$ cat src/rtl/pff_pkg.sv
// Shared types and constants for the page fault frequency policy block.
package pff_pkg;

	localparam int PAGE_IN_W = 16;
	localparam int THR_W     = 16;
	localparam int GAP_W     = 16;
	localparam int RES_W     = 5;
	localparam int FAULT_W   = 32;
	localparam logic [THR_W-1:0] THR_RESET = 16'd2;

	// controller -> datapath
	typedef struct packed {
		logic accept;
		logic scan;
		logic hit;
		logic miss;
		logic compact;
		logic compact_done;
		logic finish;
	} pff_cmd_t;

	// datapath -> controller
	typedef struct packed {
		logic match;
		logic at_end;
		logic evict_needed;
	} pff_status_t;

endpackage

$ cat src/rtl/page_fault_frequency_policy.sv
// Top level of the page fault frequency replacement policy.
//
// Input: raise start with page_number; the request is taken at a rising edge where
// start is high and busy is low. One result follows each request: done is high for
// exactly one cycle with fault, evicted_count, resident_count, table_full and
// fault_total, and the result must be taken in that cycle.
// Configuration: cfg_valid/cfg_ready with cfg_data writes interval_threshold;
// cfg_ready is always high. Write only while the block is idle.
// Timing: the page table is a memory walked one entry per cycle with a registered
// read. A lookup walks the entries below the occupancy; a miss that triggers
// eviction adds an in-order compaction walk before the insert. done is high in the
// first cycle with busy low, and start may already be high in that cycle, so a new
// request can be taken while the previous result is shown.
// Reset: occupancy, use bits, gap and fault counters clear, threshold goes to 2.
// The page memory is not cleared; only entries below the occupancy are read.
module page_fault_frequency_policy #(
	parameter int TABLE_DEPTH = 16,
	parameter int PAGE_BITS   = 16
) (
	input  logic                             clk,
	input  logic                             arst_n,
	input  logic                             start,
	output logic                             busy,
	input  logic [pff_pkg::PAGE_IN_W-1:0]    page_number,
	input  logic                             cfg_valid,
	output logic                             cfg_ready,
	input  logic [pff_pkg::THR_W-1:0]        cfg_data,
	output logic                             done,
	output logic                             fault,
	output logic [pff_pkg::RES_W-1:0]        evicted_count,
	output logic [pff_pkg::RES_W-1:0]        resident_count,
	output logic                             table_full,
	output logic [pff_pkg::FAULT_W-1:0]      fault_total
);

	pff_pkg::pff_cmd_t    cmd;
	pff_pkg::pff_status_t st;

	assign cfg_ready = 1'b1;

	pff_ctrl u_ctrl (
		.clk    (clk),
		.arst_n (arst_n),
		.start  (start),
		.busy   (busy),
		.st     (st),
		.cmd    (cmd)
	);

	pff_datapath #(
		.TABLE_DEPTH (TABLE_DEPTH),
		.PAGE_BITS   (PAGE_BITS)
	) u_datapath (
		.clk            (clk),
		.arst_n         (arst_n),
		.page_number    (page_number),
		.cfg_we         (cfg_valid && cfg_ready),
		.cfg_data       (cfg_data),
		.cmd            (cmd),
		.st             (st),
		.done           (done),
		.fault          (fault),
		.evicted_count  (evicted_count),
		.resident_count (resident_count),
		.table_full     (table_full),
		.fault_total    (fault_total)
	);

endmodule

$ cat src/rtl/pff_ctrl.sv
// Sequencer for lookup, compaction and insert of one page request.
module pff_ctrl (
	input  logic                 clk,
	input  logic                 arst_n,
	input  logic                 start,
	output logic                 busy,
	input  pff_pkg::pff_status_t st,
	output pff_pkg::pff_cmd_t    cmd
);

	localparam logic [1:0] S_IDLE    = 2'd0;
	localparam logic [1:0] S_SCAN    = 2'd1;
	localparam logic [1:0] S_COMPACT = 2'd2;
	localparam logic [1:0] S_FINISH  = 2'd3;

	logic [1:0] state_q;
	logic [1:0] state_d;

	assign busy = (state_q != S_IDLE);

	always_comb begin
		cmd     = '0;
		state_d = state_q;
		unique case (state_q)
			S_IDLE: begin
				if (start) begin
					cmd.accept = 1'b1;
					state_d    = S_SCAN;
				end
			end
			S_SCAN: begin
				cmd.scan = 1'b1;
				if (st.match) begin
					cmd.hit = 1'b1;
					state_d = S_IDLE;
				end else if (st.at_end) begin
					cmd.miss = 1'b1;
					state_d  = st.evict_needed ? S_COMPACT : S_FINISH;
				end
			end
			S_COMPACT: begin
				cmd.compact = 1'b1;
				if (st.at_end) begin
					cmd.compact_done = 1'b1;
					state_d          = S_FINISH;
				end
			end
			S_FINISH: begin
				cmd.finish = 1'b1;
				state_d    = S_IDLE;
			end
			default: state_d = S_IDLE;
		endcase
	end

	always_ff @(posedge clk or negedge arst_n) begin
		if (!arst_n) begin
			state_q <= S_IDLE;
		end else begin
			state_q <= state_d;
		end
	end

	a_hit_from_scan: assert property (@(posedge clk) disable iff (!arst_n)
		cmd.hit |-> state_q == S_SCAN && !cmd.miss)
		else $error("hit and miss together or outside scan");

	a_finish_follows: assert property (@(posedge clk) disable iff (!arst_n)
		cmd.finish |=> state_q == S_IDLE)
		else $error("finish did not return to idle");

	a_accept_idle: assert property (@(posedge clk) disable iff (!arst_n)
		cmd.accept |=> busy)
		else $error("accepted request but not busy");

endmodule

$ cat src/rtl/pff_datapath.sv
// Page table memory, use bits, counters and result registers.
module pff_datapath #(
	parameter int TABLE_DEPTH = 16,
	parameter int PAGE_BITS   = 16
) (
	input  logic                             clk,
	input  logic                             arst_n,
	input  logic [pff_pkg::PAGE_IN_W-1:0]    page_number,
	input  logic                             cfg_we,
	input  logic [pff_pkg::THR_W-1:0]        cfg_data,
	input  pff_pkg::pff_cmd_t                cmd,
	output pff_pkg::pff_status_t             st,
	output logic                             done,
	output logic                             fault,
	output logic [pff_pkg::RES_W-1:0]        evicted_count,
	output logic [pff_pkg::RES_W-1:0]        resident_count,
	output logic                             table_full,
	output logic [pff_pkg::FAULT_W-1:0]      fault_total
);

	localparam int KEY_W = (PAGE_BITS < pff_pkg::PAGE_IN_W) ? PAGE_BITS : pff_pkg::PAGE_IN_W;
	localparam int IDX_W = $clog2(TABLE_DEPTH);
	localparam int CNT_W = $clog2(TABLE_DEPTH + 1);
	localparam logic [CNT_W-1:0] DEPTH_C = CNT_W'(TABLE_DEPTH);

	logic [KEY_W-1:0] mem [TABLE_DEPTH];
	logic [KEY_W-1:0] rd_data_q;
	logic [KEY_W-1:0] pg_q;
	logic [KEY_W-1:0] wr_data;
	logic [IDX_W-1:0] wr_addr;
	logic             wr_en;

	logic [TABLE_DEPTH-1:0]     use_q;
	logic [CNT_W-1:0]           occ_q;
	logic [CNT_W-1:0]           idx_q;
	logic [CNT_W-1:0]           kept_q;
	logic [CNT_W-1:0]           evict_q;
	logic [CNT_W-1:0]           idx_prev;
	logic [CNT_W-1:0]           kept_d;
	logic                       chk_q;
	logic                       keep_now;
	logic                       room;
	logic [pff_pkg::GAP_W-1:0]  gap_q;
	logic [pff_pkg::THR_W-1:0]  thr_q;
	logic [pff_pkg::FAULT_W-1:0] fault_q;

	logic                       done_q;
	logic                       fault_res_q;
	logic [CNT_W-1:0]           evict_res_q;
	logic [CNT_W-1:0]           occ_res_q;
	logic                       full_res_q;
	logic [pff_pkg::FAULT_W-1:0] total_res_q;
	logic [CNT_W+pff_pkg::RES_W-1:0] evict_ext;
	logic [CNT_W+pff_pkg::RES_W-1:0] occ_ext;

	assign idx_prev = idx_q - 1'b1;
	assign keep_now = chk_q && use_q[idx_prev[IDX_W-1:0]];
	assign kept_d   = kept_q + CNT_W'(keep_now);
	assign room     = (occ_q < DEPTH_C);

	assign st.match        = chk_q && (rd_data_q == pg_q);
	assign st.at_end       = (idx_q == occ_q);
	assign st.evict_needed = (gap_q > thr_q);

	// one write port: compaction copy or final insert
	always_comb begin
		wr_en   = 1'b0;
		wr_addr = occ_q[IDX_W-1:0];
		wr_data = pg_q;
		if (cmd.compact && keep_now) begin
			wr_en   = 1'b1;
			wr_addr = kept_q[IDX_W-1:0];
			wr_data = rd_data_q;
		end else if (cmd.finish && room) begin
			wr_en = 1'b1;
		end
	end

	always_ff @(posedge clk) begin
		if (wr_en) begin
			mem[wr_addr] <= wr_data;
		end
		rd_data_q <= mem[idx_q[IDX_W-1:0]];
	end

	always_ff @(posedge clk) begin
		if (cmd.accept) begin
			pg_q <= page_number[KEY_W-1:0];
		end
		if (cmd.hit) begin
			fault_res_q <= 1'b0;
			evict_res_q <= '0;
			occ_res_q   <= occ_q;
			full_res_q  <= 1'b0;
			total_res_q <= fault_q;
		end else if (cmd.finish) begin
			fault_res_q <= 1'b1;
			evict_res_q <= evict_q;
			occ_res_q   <= room ? occ_q + 1'b1 : occ_q;
			full_res_q  <= !room;
			total_res_q <= fault_q;
		end
	end

	always_ff @(posedge clk or negedge arst_n) begin
		if (!arst_n) begin
			use_q   <= '0;
			occ_q   <= '0;
			idx_q   <= '0;
			kept_q  <= '0;
			evict_q <= '0;
			chk_q   <= 1'b0;
			gap_q   <= '0;
			thr_q   <= pff_pkg::THR_RESET;
			fault_q <= '0;
			done_q  <= 1'b0;
		end else begin
			done_q <= cmd.hit || cmd.finish;
			if (cfg_we) begin
				thr_q <= cfg_data;
			end
			if (cmd.accept) begin
				idx_q   <= '0;
				chk_q   <= 1'b0;
				kept_q  <= '0;
				evict_q <= '0;
				if (gap_q != '1) begin
					gap_q <= gap_q + 1'b1;
				end
			end
			if (cmd.scan && !cmd.hit && !cmd.miss) begin
				idx_q <= idx_q + 1'b1;
				chk_q <= 1'b1;
			end
			if (cmd.hit) begin
				use_q[idx_prev[IDX_W-1:0]] <= 1'b1;
			end
			if (cmd.miss) begin
				idx_q <= '0;
				chk_q <= 1'b0;
				if (fault_q != '1) begin
					fault_q <= fault_q + 1'b1;
				end
			end
			if (cmd.compact) begin
				kept_q <= kept_d;
				if (chk_q && !keep_now) begin
					evict_q <= evict_q + 1'b1;
				end
				if (!cmd.compact_done) begin
					idx_q <= idx_q + 1'b1;
					chk_q <= 1'b1;
				end else begin
					occ_q <= kept_d;
				end
			end
			if (cmd.finish) begin
				gap_q <= '0;
				// all use bits clear; the inserted page, if there was room, is marked
				use_q <= room ? (TABLE_DEPTH'(1) << occ_q[IDX_W-1:0]) : '0;
				if (room) begin
					occ_q <= occ_q + 1'b1;
				end
			end
		end
	end

	// counts narrower or wider than the result field
	assign evict_ext = {{pff_pkg::RES_W{1'b0}}, evict_res_q};
	assign occ_ext   = {{pff_pkg::RES_W{1'b0}}, occ_res_q};

	assign done           = done_q;
	assign fault          = fault_res_q;
	assign evicted_count  = evict_ext[pff_pkg::RES_W-1:0];
	assign resident_count = occ_ext[pff_pkg::RES_W-1:0];
	assign table_full     = full_res_q;
	assign fault_total    = total_res_q;

	a_occ_bound: assert property (@(posedge clk) disable iff (!arst_n)
		occ_q <= DEPTH_C)
		else $error("occupancy beyond table depth");

	a_hit_clean: assert property (@(posedge clk) disable iff (!arst_n)
		done_q && !fault_res_q |-> evict_res_q == '0 && !full_res_q)
		else $error("hit result carries eviction or full flag");

	a_compact_sum: assert property (@(posedge clk) disable iff (!arst_n)
		cmd.compact && chk_q |-> kept_q + evict_q + 1'b1 == idx_q)
		else $error("compaction lost track of entries");

	a_finish_gap: assert property (@(posedge clk) disable iff (!arst_n)
		cmd.finish |=> gap_q == '0)
		else $error("gap not restarted after fault");

endmodule
$ cat config.mk
export PLATFORM = sky130hd
export DESIGN_NAME = page_fault_frequency_policy
export DESIGN_NICKNAME = d
export VERILOG_FILES = /design/src/rtl/pff_pkg.sv /design/src/rtl/page_fault_frequency_policy.sv /design/src/rtl/pff_ctrl.sv /design/src/rtl/pff_datapath.sv
export SDC_FILE = /design/constraint.sdc
export NUM_CORES = 1
export LEC_CHECK = 0
export ABC_AREA = 1
export BUFFER_PORTS_ARGS = -buffer_cell sky130_fd_sc_hd__buf_2
export CORE_MARGIN = 1.5
export CORE_UTILIZATION = 62
export DETAILED_ROUTE_END_ITERATION = 10
export PLACE_DENSITY = 0.8
export SLEW_MARGIN = 20
export SYNTH_ARGS = -nofsm -noshare
export SYNTH_HDL_FRONTEND = slang
export SYNTH_SLANG_ARGS = --single-unit
$ cat constraint.sdc
create_clock -name clk -period 4.5 [get_ports clk]
set_input_delay 0.9 -clock clk [delete_from_list [all_inputs] [get_ports clk]]
set_output_delay 0.9 -clock clk [all_outputs]
set_load 0.01 [all_outputs]
# Word-level counts from Yosys, hierarchy flattened
# Memories as Yosys holds them, arrays and structs flattened. A register that Yosys moved wholly into a read port is not among the register bits.
# Cells that the tools add are included.
[classes]
addsub = 7
bitwise_logic = 1
n_reduce_logical = 22
eq_ne = 10
shifts = 1
n_mux = 54
magnitude_cmp = 4
[op_table]
columns = ["cell", "count"]
rows = [
  ["two-way mux 16 bit", 7],
  ["two-way mux 5 bit", 17],
  ["two-way mux 32 bit", 2],
  ["adder 32 x 1 -> 32 bit, second input constant", 1],
  ["inequality test 32 bit, second input constant", 1],
  ["two-way mux 1 bit", 18],
  ["adder 16 x 1 -> 16 bit, second input constant", 1],
  ["equality test 16 bit", 1],
  ["greater-than comparator 16 bit", 1],
  ["inequality test 16 bit, second input constant", 1],
  ["bitwise OR 16 bit", 1],
  ["left shift 1 x 4 -> 16 bit, first input constant", 1],
  ["adder 5 x 1 -> 5 bit, second input constant", 3],
  ["two-way mux 2 bit", 5],
  ["nonzero test 2 bit", 5],
  ["logical AND 1 bit", 8],
  ["case mux 2 bit (4 select lines)", 1],
  ["adder 5 x 1 -> 5 bit", 1],
  ["equality test 5 bit", 1],
  ["less-than comparator 4 x 5 -> 1 bit, second input constant", 1],
  ["less-than comparator 5 bit, second input constant", 1],
  ["binary-select mux 1 bit (select 4 bit)", 1],
  ["demux 1 bit (select 4 bit)", 1],
  ["equality test 2 bit, second input constant", 2],
  ["12 further kinds", 17],
]
[totals]
memories = 1
ram_bits = 256
register_bits = 164
output_inout_bits = 47
[mem_list]
columns = ["name", "depth", "width", "rd", "rd_clocked_by_memory_dff", "wr", "line_no", "source"]
rows = [
  ["u_datapath.mem", 16, 16, 1, 1, 1, "pff_datapath.sv:26", "logic [KEY_W-1:0] mem [TABLE_DEPTH];"],
]

# Depth between registers and ports, before layout
# Gate-level depths: netlist of the first run.
[logic_depth]
ltp_word = 11
mapped_depth = 21
depth_no_buf = 17

# Cells and area by module
# A second synthesis of the first run with hierarchy kept.
[unflattened]
cells_unflattened = 1706
area_unflattened_um2 = 18739.2
[modules_own_cells]
columns = ["module", "instances", "cells_per_inst", "seq_area_each_um2", "area_per_inst_um2"]
rows = [
  ["pff_datapath", 1, 1674, 12293.0, 18549.0],
  ["pff_ctrl", 1, 30, 50.0, 178.9],
  ["page_fault_frequency_policy", 1, 2, 0.0, 11.3],
]

# Worst setup path after synthesis of the first run
# OpenSTA, ideal clock, no wires.
[synth_path]
path_kind = "reg2reg"
from = "register u_datapath.idx_q[0]"
to = "memory u_datapath.mem[12][0] (netlist bit) (enable)"
period_less_slack_ps = 3462
path_buffers = 5
arrival_ps = 3073
stages_incl_launch_ff = 17
required_time_ps = 4112
path_slack_ps = 1038
setup_ps = 388
cell_sequence = "dfrtp_1 > buf_6 > inv_4 > buf_6 > buf_2 > clkbuf_1 > ha_1 > inv_1 > nand3_1 > nand3_1 > nand3_2 > nand4_4 > buf_6 > nand2_1 > nand2_2 > nand3_2 > nor2_1"
[synth_via]
elab_chain_cells = 8
[synth_rtl]
columns = ["element", "line_no", "source"]
rows = [
  ["start: declaration", "pff_datapath.sv:35", "logic [CNT_W-1:0] idx_q;"],
  ["start signal: assignment", "pff_datapath.sv:132", "idx_q <= idx_q + 1'b1;"],
  ["start signal: assignment", "pff_datapath.sv:151", "idx_q <= idx_q + 1'b1;"],
  ["subtractor 4 x 1 -> 4 bit *", "pff_datapath.sv:56", "assign idx_prev = idx_q - 1'b1;"],
  ["binary-select mux 1 bit (select 4 bit) *", "pff_datapath.sv:57", "assign keep_now = chk_q && use_q[idx_prev[IDX_W-1:0]];"],
  ["two-way mux 1 bit (implied by the code) *", "pff_datapath.sv:57", ""],
  ["logical AND 1 bit *", "pff_datapath.sv:57", ""],
  ["logical AND 1 bit *", "pff_datapath.sv:70", "if (cmd.compact && keep_now) begin"],
  ["two-way mux 1 bit", "pff_datapath.sv:70", ""],
  ["two-way mux 1 bit", "pff_datapath.sv:80", "if (wr_en) begin"],
  ["two-way mux 1 bit (implied by the code)", "pff_datapath.sv:81", "mem[wr_addr] <= wr_data;"],
  ["end: declaration", "pff_datapath.sv:26", ""],
]
# Mark *: on every way between the ends. The rest lies on a longest branch, timed or not. The select of a mux whose other input is x is not followed.

# Worst setup path after layout of the first run
[layout_path]
from = "register u_datapath.idx_q[1]"
to = "memory u_datapath.mem[1][6] (netlist bit) (enable)"
# Same word-level chain as after synthesis.

==> impl_metrics.tcl, run 1 <==
set metrics [dict create \
    fp.dieW_um 178.1 \
    hold_viol 0 \
    die_area_mm2 0.03173 \
    cts.path.max_buffers 3 \
    die_y_um 178.1 \
    diodes 0 \
    drive_gt1_share_pct 12.29 \
    synthCells 1774 \
    io_pins 83 \
    cts_root_buf "clkbuf_16" \
    outcome "completed" \
    synth_top_area_share_pct 48.80 \
    yosys_warnings 0 \
    hold_path_class "input port to async pin" \
    hold_slack_ps 298.0 \
    skew_ps 29.80 \
    grt-ovfl-total 0 \
    critPathCaptureType "flip-flop" \
    period_share_pct 86.01 \
    syn_area_mm2 0.01901 \
    vias_per_cell 6.066 \
    clkLatencyLatePin_ps 560 \
    grt_pass1_vias 13400 \
    area_growth_pct 11.99 \
    grt_start_max_net_pins 78 \
    setup.worst_path.class "flip-flop to flip-flop" \
    cts_setup_buffers 0 \
    cp_max_fo 32 \
    antenna_found_initial 0 \
    drt_pass1_iterations 6 \
    crit_path_start_kind "flip-flop" \
    arrival_ps 4050 \
    met2WireLength_um 21630 \
    port_buffers 81 \
    rsz0062_at_grt "false" \
    drt-met1-wl_um 18440 \
    grt_pass1_wl_um 74300 \
    place_congestion 0.9490 \
    setup_tns_ps 0 \
    cts-resized-gates 0 \
    p_leak_uw 0.008298 \
    drc 0 \
    wl_met3_um 4590 \
    synth_ff_type "edfxtp_1" \
    synth_edf_count 309 \
    vdd_ir_drop_max_mv 0.4106 \
    timing.fmax_ghz 0.2584 \
    maxUsedRoutingLayer "met4" \
    worstMarginPinSlew_ps 1031 \
    fin_nets 1929 \
    holdBufCountCts 0 \
    p_per_area_mw_per_mm2 592.2 \
    yosys-top-cells-area "edfxtp_1 49%, dfrtp_1 14%, nand2_1 7.0%" \
    synth-seq-area-share_pct 64.92 \
    synth_cell_types 44 \
    drt_iter0_markers 1730 \
    cts_made_buffers 43 \
    start_util_pct 63.64 \
    maxCapViolCount 0 \
    synthArstFlopShare_pct 23.85 \
    floorplan.rows 63 \
    drv_slew 0 \
    synth_area_per_cell_um2 10.72 \
    htreeDepth 2 \
    synth-seq-cells 436 \
    min_period_ps 3871 \
    wl_per_cell_um 20.74 \
    setup_viol_count_final 0 \
    routed_wl_um 47410 \
    core_area_mm2 0.02987 \
    crit_required_ps 4670 \
    hpwl_um 30680 \
    syn_nets 1841 \
    yosysTopAreaCell "edfxtp_1" \
    clk_pin_slew_ps 60 \
    setup_ws_ps 629.5 \
    cts_tree "built" \
    maxSlewHeadroom_pct 31.19 \
    ant_nets 0 \
    p_total_uw 12610 \
    grt.total_usage_pct 30.94 \
    cts_sinks 436 \
    vias 13870 \
    place_ws_ps 760.8 \
]
worst max-delay path: stages (launching register included):
cell and delay, ps:
dfrtp_2 500, inv_2 320, ha_1 230, nand2_1 100, nand2_1 180, inv_1 100
nand3_1 100, nand3_2 110, nand4_4 200, buf_4 350, nand2_1 100, o21ai_0 140
nand2_1 250, nor2_2 800
path summary, 6_finish.rpt:
path | start | endpoint | slack, ps | cells past startpoint
max reg2reg | u_datapath.idx_q[1] | u_datapath.mem[1][6] | 630 | 13
max | u_datapath.idx_q[1] | u_datapath.mem[1][6] | 630 | 13
min reg2reg | u_datapath.fault_q[31] | u_datapath.fault_total[31] | 450 | 0
min | arst_n | u_datapath.thr_q[11] | 300 | 1
min in group clk | u_datapath.fault_q[31] | u_datapath.fault_total[31] | 450 | 0
max in group asynchronous | arst_n | u_datapath.idx_q[0] | 3260 | 2
kinds of logic (layout without fill, tap and decap cells):
family / after synthesis / in the layout / synth area share (%)
AND/OR/NAND/NOR: 692 / 692 / 15.31
flip-flops: 436 / 436 / 64.92
AO/OA/AOI/OAI: 379 / 379 / 11.38
buffers and inverters: 188 / 310 / 4.152
XOR/XNOR: 46 / 46 / 2.119
adder cells (fa/ha/maj): 31 / 31 / 2.040
other: 1 / 1 / 0.01972
multiplexers: 1 / 1 / 0.05922
power breakdown:
| group | switching, uW | total, uW | internal, uW |
|---|---|---|---|
| sequential | 278 | 5130 | 4850 |
| combinational | 2780 | 3820 | 1040 |
| clock | 1500 | 3660 | 2160 |
flip-flops by register name, indices dropped and copies added, names as in the netlist, 5 cells and up, named ones only:
register and flops:
u_datapath.use_q 16, u_datapath.pg_q 16, u_datapath.idx_q 5, u_datapath.evict_q 5, u_datapath.gap_q 16, u_datapath.thr_q 16
u_datapath.fault_q 32, u_datapath.evicted_count 5, u_datapath.kept_q 5, u_datapath.fault_total 32, u_datapath.resident_count 5, u_datapath.rd_data_q 16
u_datapath.occ_q 5, u_datapath.mem 256
placed cells by master (no fill, tap or decap), types with 5 or more instances in the layout:
cell type  count
a21oi_1       99
o21ai_1        5
buf_4         37
clkbuf_1      15
dfxtp_1       23
a22oi_1       15
inv_1        108
o221ai_1      33
dfrtp_1      101
nor4_1         8
nor2_2        17
nand2_1      355
xnor2_1       16
o21bai_1      17
bufinv_16      6
ha_1          31
xor2_1        30
clkbuf_16     43
nand3_1       46
nand4_1       17
inv_2          5
nand3_2       10
edfxtp_1     309
nor2_1       192
nand2_2        7
nor3_1        26
buf_2         80
o22ai_1       34
o21ai_0      170
area by class of cell:
type,count,area [um2]
fillers,2059,8582
clock buffers,60,1160
flip-flops and latches,436,12350
well taps,390,488.0
repair buffers,117,678.2
inverters,114,430.4
multi-input cells,1150,5918
clock inverters,19,272.8
through the flow:
| step | util (%) | cells | cell area [um2] |
|---|---|---|---|
| final | 71.27 | 2286 | 21290 |
| after global routing | 71.27 | 2286 | 21290 |
| after CTS | 71.26 | 2286 | 21290 |
| after detailed placement | 66.46 | 2207 | 19860 |
| after global placement | 66.45 | 2207 | 19850 |
| after floorplan | - | 1774 | 19010 |
cells in the mapped netlist, drive strengths merged, types with 16 or more instances:
master  number
ha          31
xor2        30
inv        114
o221ai      33
a21oi      100
nand4       19
nand2      362
xnor2       16
dfxtp       23
nor3        26
nand3       56
edfxtp     309
nor2       212
clkbuf      48
dfrtp      103
o21ai      178
o21bai      17
buf         26
o22ai       34
metal layers:
layer	global-route usage, %	vias up
li1	-	6362
met1	41.41	6579
met2	47.44	766
met3	6.415	160
met4	17.47	0
met5	0	-
Power figures use the tool's default switching activity.
==> run 2: changes to the inputs <==
==> constraint.sdc (replaced) <==
create_clock -name clk -period 4.5 [get_ports clk]
set_input_delay 0.225 -clock clk [delete_from_list [all_inputs] [get_ports clk]]
set_output_delay 0.225 -clock clk [all_outputs]
set_load 0.01 [all_outputs]
==> impl_metrics.tcl, run 2 (same netlist as run 1, synthesis figures left out) <==
set metrics [dict create \
    rsz0062_at_grt "false" \
    cts_setup_buffers 0 \
    area_growth_pct 14.07 \
    maxSlewHeadroom_pct 36.45 \
    grt-ovfl-total 0 \
    top_register "u_datapath.mem" \
    fin_cells 2321 \
    ant_nets 0 \
    setup_tns_ps 0 \
    hpwl_um 30310 \
    cts-resized-gates 0 \
    setup.worst_path.class "flip-flop to flip-flop" \
    floorplan.rows 63 \
    hold_slack_ps 72.67 \
    vias_per_cell 6.002 \
    crit_required_ps 4760 \
    drv_slew 0 \
    clk_pin_slew_ps 60 \
    grt_pass1_vias 13540 \
    crit_path_start_kind "flip-flop" \
    num-fill-cells 1974 \
    largest_reg_flops 256 \
    drc 0 \
    place_congestion 0.9354 \
    die_area_mm2 0.03173 \
    setup_viol_count_final 0 \
    clkLatencyLatePin_ps 560 \
    drt_iter0_markers 1471 \
    timing.fmax_ghz 0.2831 \
    drive_gt1_share_pct 12.27 \
    core_area_mm2 0.02987 \
    antenna_found_initial 0 \
    grt.total_usage_pct 30.71 \
    period_share_pct 78.51 \
    p_leak_uw 0.008481 \
    cts_root_buf "clkbuf_16" \
    fp.dieW_um 178.1 \
    hold_path_class "input port to flip-flop" \
    p_per_area_mw_per_mm2 587.3 \
    die_y_um 178.1 \
    wl_per_cell_um 20.48 \
    fin_nets 1964 \
    worstMarginPinSlew_ps 953.2 \
    outcome "completed" \
    routed_wl_um 47540 \
    grt_start_max_net_pins 77 \
    cts_made_buffers 43 \
    dp_cells 2209 \
    cp_max_fo 48 \
    skew_ps 23.22 \
    diodes 0 \
    grt_pass1_wl_um 73770 \
    htreeDepth 2 \
    io_pins 83 \
    vias 13930 \
    cts_tree "built" \
    arrival_ps 3790 \
    min_period_ps 3533 \
    final_common_cell "nand2_1" \
    hold_viol 0 \
    drt_pass1_iterations 5 \
    start_util_pct 63.64 \
    cts_sinks 436 \
    port_buffers 81 \
    maxCapViolCount 0 \
    critPathCaptureType "flip-flop" \
    cts.path.max_buffers 3 \
    layout_common_cells "355 x nand2_1, 309 x edfxtp_1, 192 x nor2_1" \
    vdd_ir_drop_max_mv 0.4231 \
]
[run 2: worst paths after layout]
path / startpoint / end / slack (ps) / cells past startpoint
hold reg to reg: u_datapath.evicted_count[4] / u_datapath.evicted_count[4] / 460 / 2
setup / recovery: u_datapath.idx_q[0] / u_datapath.mem[13][3] / 970 / 12
hold / removal: start / u_ctrl.state_q[0] / 70 / 5
max in group asynchronous: arst_n / u_datapath.thr_q[1] / 3140 / 3
min in group asynchronous: arst_n / u_datapath.thr_q[11] / 330 / 2
setup reg to reg: u_datapath.idx_q[0] / u_datapath.mem[13][3] / 970 / 12
[run 2: where the power goes]
part	switching, uW	total, uW	internal, uW
clock	1500	3770	2270
combinational	2780	3840	1070
sequential	274	5130	4850
[run 2: final cells by class]
class                      count  area, um2  share of cell area [%]
sequential                   436      12350                   56.92
multi-input combinational   1150       5918                   27.29
clock buffer                  49       1099                   5.065
timing repair buffer         152       1023                   4.719
tap                          390      488.0                   2.250
inverter                     114      430.4                   1.985
clock inverter                30      384.1                   1.771
[run 2: through the flow]
step	worst slack (ps)	cell area (um2)	util (%)	total power, uW
2_1_floorplan	1038	19010	-	7622
3_3_place_gp	975.4	19870	66.50	8793
3_5_place_dp	1020	19870	66.51	8907
4_1_cts	985.9	21680	72.58	12690
5_1_grt	674.4	21690	72.60	13290
6_report	967.0	21690	72.60	12740
[run 2: repair_timing]
item,4_1_cts,5_1_grt
endpoints found under the setup margin,0,0
hold endpoints to repair,101,0
hold buffers,33,0
[run 2: metal layers]
metal / vias up / global-route usage [%] / share of wire [%]
li1: 6429 / - / -
met1: 6628 / 40.83 / 39
met2: 702 / 48.27 / 46
met3: 172 / 4.710 / 8.6
met4: 0 / 18.24 / 6.4
met5: - / 0 / 0
[run 2: worst max-delay path, cell delays in order (launching register included)]
cell	delay, ps
dfrtp_2	430
inv_4	50
buf_4	440
nand4_1	180
nand2_2	160
nand3_2	130
nand4_4	210
buf_4	330
nand2_1	80
o21ai_0	130
nand2_1	240
nor2_2	560
buf_4	290
==> run 3: changes to the inputs <==
Settings changed: ABC_AREA 1 to 0, CORE_UTILIZATION 62 to 55, PLACE_DENSITY 0.8 to 0.75.
Clock period 4.5 ns to 3.2 ns, I/O delays scaled along.
==> impl_metrics.tcl, run 3 <==
set metrics [dict create \
    hold_slack_ps 53.26 \
    crit_path_start_kind "flip-flop" \
    place_congestion 0.8632 \
    hp-start "cfg_valid" \
    synthXorXnorAreaFrac_pct 3.479 \
    cts_tree "built" \
    drive_gt1_share_pct 26.05 \
    vias 10680 \
    synth_ff_type "edfxtp_1" \
    r2r-end "u_datapath.occ_q[2]" \
    synth-seq-cells 436 \
    crit_required_ps 3610 \
    period_share_pct 95.22 \
    setup_tns_ps 0 \
    synthMuxAreaShare_pct 12.35 \
    grt.total_usage_pct 23.85 \
    grt-ovfl-total 0 \
    yosysTopAreaCell "edfxtp_1" \
    floorplan.rows 66 \
    worstMarginPinSlew_ps 1049 \
    p_leak_uw 0.007875 \
    clk_pin_slew_ps 60 \
    synth_top_family_by_area "multiplexers" \
    skew_ps 18.04 \
    vias_per_cell 5.958 \
    hold_viol 0 \
    yosys_warnings 0 \
    cts_made_buffers 45 \
    synth_cell_types 58 \
    synth-seq-area-share_pct 68.09 \
    drv_slew 0 \
    synthAdderAreaFrac_pct 2.140 \
    cts-resized-gates 0 \
    synth_most_common_cell "edfxtp_1" \
    syn_nets 1205 \
    syn_area_mm2 0.01813 \
    fp.dieW_um 184.6 \
    synthSimpleGateAreaFrac_pct 6.909 \
    vdd_ir_drop_max_mv 0.5508 \
    setup.worst_path.class "flip-flop to flip-flop" \
    maxCapViolCount 0 \
    grt_pass1_wl_um 60500 \
    synth_top_area_share_pct 51.18 \
    dp_cells 1673 \
    diodes 0 \
    synth_edf_count 309 \
    die_area_mm2 0.03406 \
    synthCells 1138 \
    die_y_um 184.6 \
    grt_start_max_net_pins 67 \
    rsz0062_at_grt "false" \
    cts_sinks 436 \
    synth_area_per_cell_um2 15.93 \
    outcome "completed" \
    cp_max_fo 7 \
    grt_pass1_vias 10560 \
    cts.path.max_buffers 3 \
    setup_viol_count_final 0 \
    wl_per_cell_um 21.69 \
    start_util_pct 55.86 \
    timing.fmax_ghz 0.3282 \
    maxSlewHeadroom_pct 30.10 \
    min_period_ps 3047 \
    core_area_mm2 0.03245 \
    drc 0 \
    top_register "u_datapath.mem" \
    setup_ws_ps 153.0 \
    rrSetupSlack_ps 150 \
    critPathCaptureType "flip-flop" \
    whs_endpoint "u_datapath.thr_q[1]" \
    cts_root_buf "clkbuf_16" \
    holdPathStages 3 \
    synth_compound_area_share_pct 5.128 \
    fin_nets 1383 \
    hold_path_class "input port to flip-flop" \
    area_growth_pct 18.87 \
    htreeDepth 2 \
    fin_cells 1793 \
    ant_nets 0 \
    drt_pass1_iterations 5 \
    synthArstFlopShare_pct 23.85 \
    arrival_ps 3460 \
    yosys-top-cells-area "edfxtp_1 51%, dfrtp_1 14%, mux4_2 10%" \
    rr_worst_depth 12 \
    p_per_area_mw_per_mm2 755.0 \
    p_total_uw 16270 \
    final_common_cell "edfxtp_1" \
    synth_common_cells "309 x edfxtp_1, 103 x dfrtp_1, 84 x mux4_2" \
    io_pins 83 \
    regToRegStartpoint "u_datapath.idx_q[0]" \
    antenna_found_initial 0 \
    routed_wl_um 38900 \
    place_ws_ps 135.2 \
    port_buffers 81 \
    layout_common_cells "309 x edfxtp_1, 100 x dfrtp_1, 84 x mux4_2" \
    drt_iter0_markers 1015 \
    largest_reg_flops 256 \
    clkLatencyLatePin_ps 550 \
    hpwl_um 24410 \
]
[run 3: worst max path at each step]
stage,endpoint,start
after floorplan,u_datapath.mem[6][0],u_datapath.idx_q[0]
after global routing,u_datapath.occ_q[4],u_datapath.idx_q[0]
after global placement,u_datapath.occ_q[2],u_datapath.idx_q[0]
after detailed placement,u_datapath.occ_q[2],u_datapath.idx_q[0]
final,u_datapath.occ_q[2],u_datapath.idx_q[0]
after CTS,u_datapath.occ_q[2],u_datapath.idx_q[0]
[run 3: logic make-up after synthesis]
family	Yosys count
multiplexers	116
buffers and inverters	86
adder cells (fa/ha/maj)	31
other	1
XOR/XNOR	72
AO/OA/AOI/OAI	142
AND/OR/NAND/NOR	254
flip-flops	436
[run 3: through the flow]
step	utilization (%)	cell area, um2
final	66.40	21550
after global routing	66.40	21550
after CTS	66.25	21500
after detailed placement	60.87	19750
after global placement	60.87	19750
after floorplan	-	18510
[run 3: area by class of cell]
cell class / instances / area [um2]
inverter: 32 / 132.6
multi-input combinational: 616 / 5747
clock inverter: 14 / 112.6
fill: 2229 / 10900
tap: 442 / 553.0
clock buffer: 68 / 1294
timing repair buffer: 185 / 1361
sequential: 436 / 12350
[run 3: report_power, final]
part / switching [uW] / internal [uW]
Combinational: 2280 / 1920
Sequential: 456 / 6680
Clock: 2070 / 2880
[run 3: repair_timing]
item	in CTS	in global routing
setup buffers	0	4
setup endpoints to repair	0	2
hold endpoints to repair	79	0
hold buffers	34	0
[run 3: per-layer routing]
metal  track usage, %  routed length [um]  part of all wire, %
met1            33.42               16630                   43
met2            38.69               18850                   48
met3            3.695                2405                  6.2
met4            7.738                1018                  2.6
met5                0                   0                    0
[run 3: critical path: stages (launching register included)]
cell      delay (ps)
dfrtp_4          550
inv_8             90
ha_4             210
mux4_2           300
o211ai_1         120
nand4_1          200
or3_4            460
and2_1           180
ha_1             200
ha_1             230
xor2_1           150
mux2i_1          130
mux2i_1           90
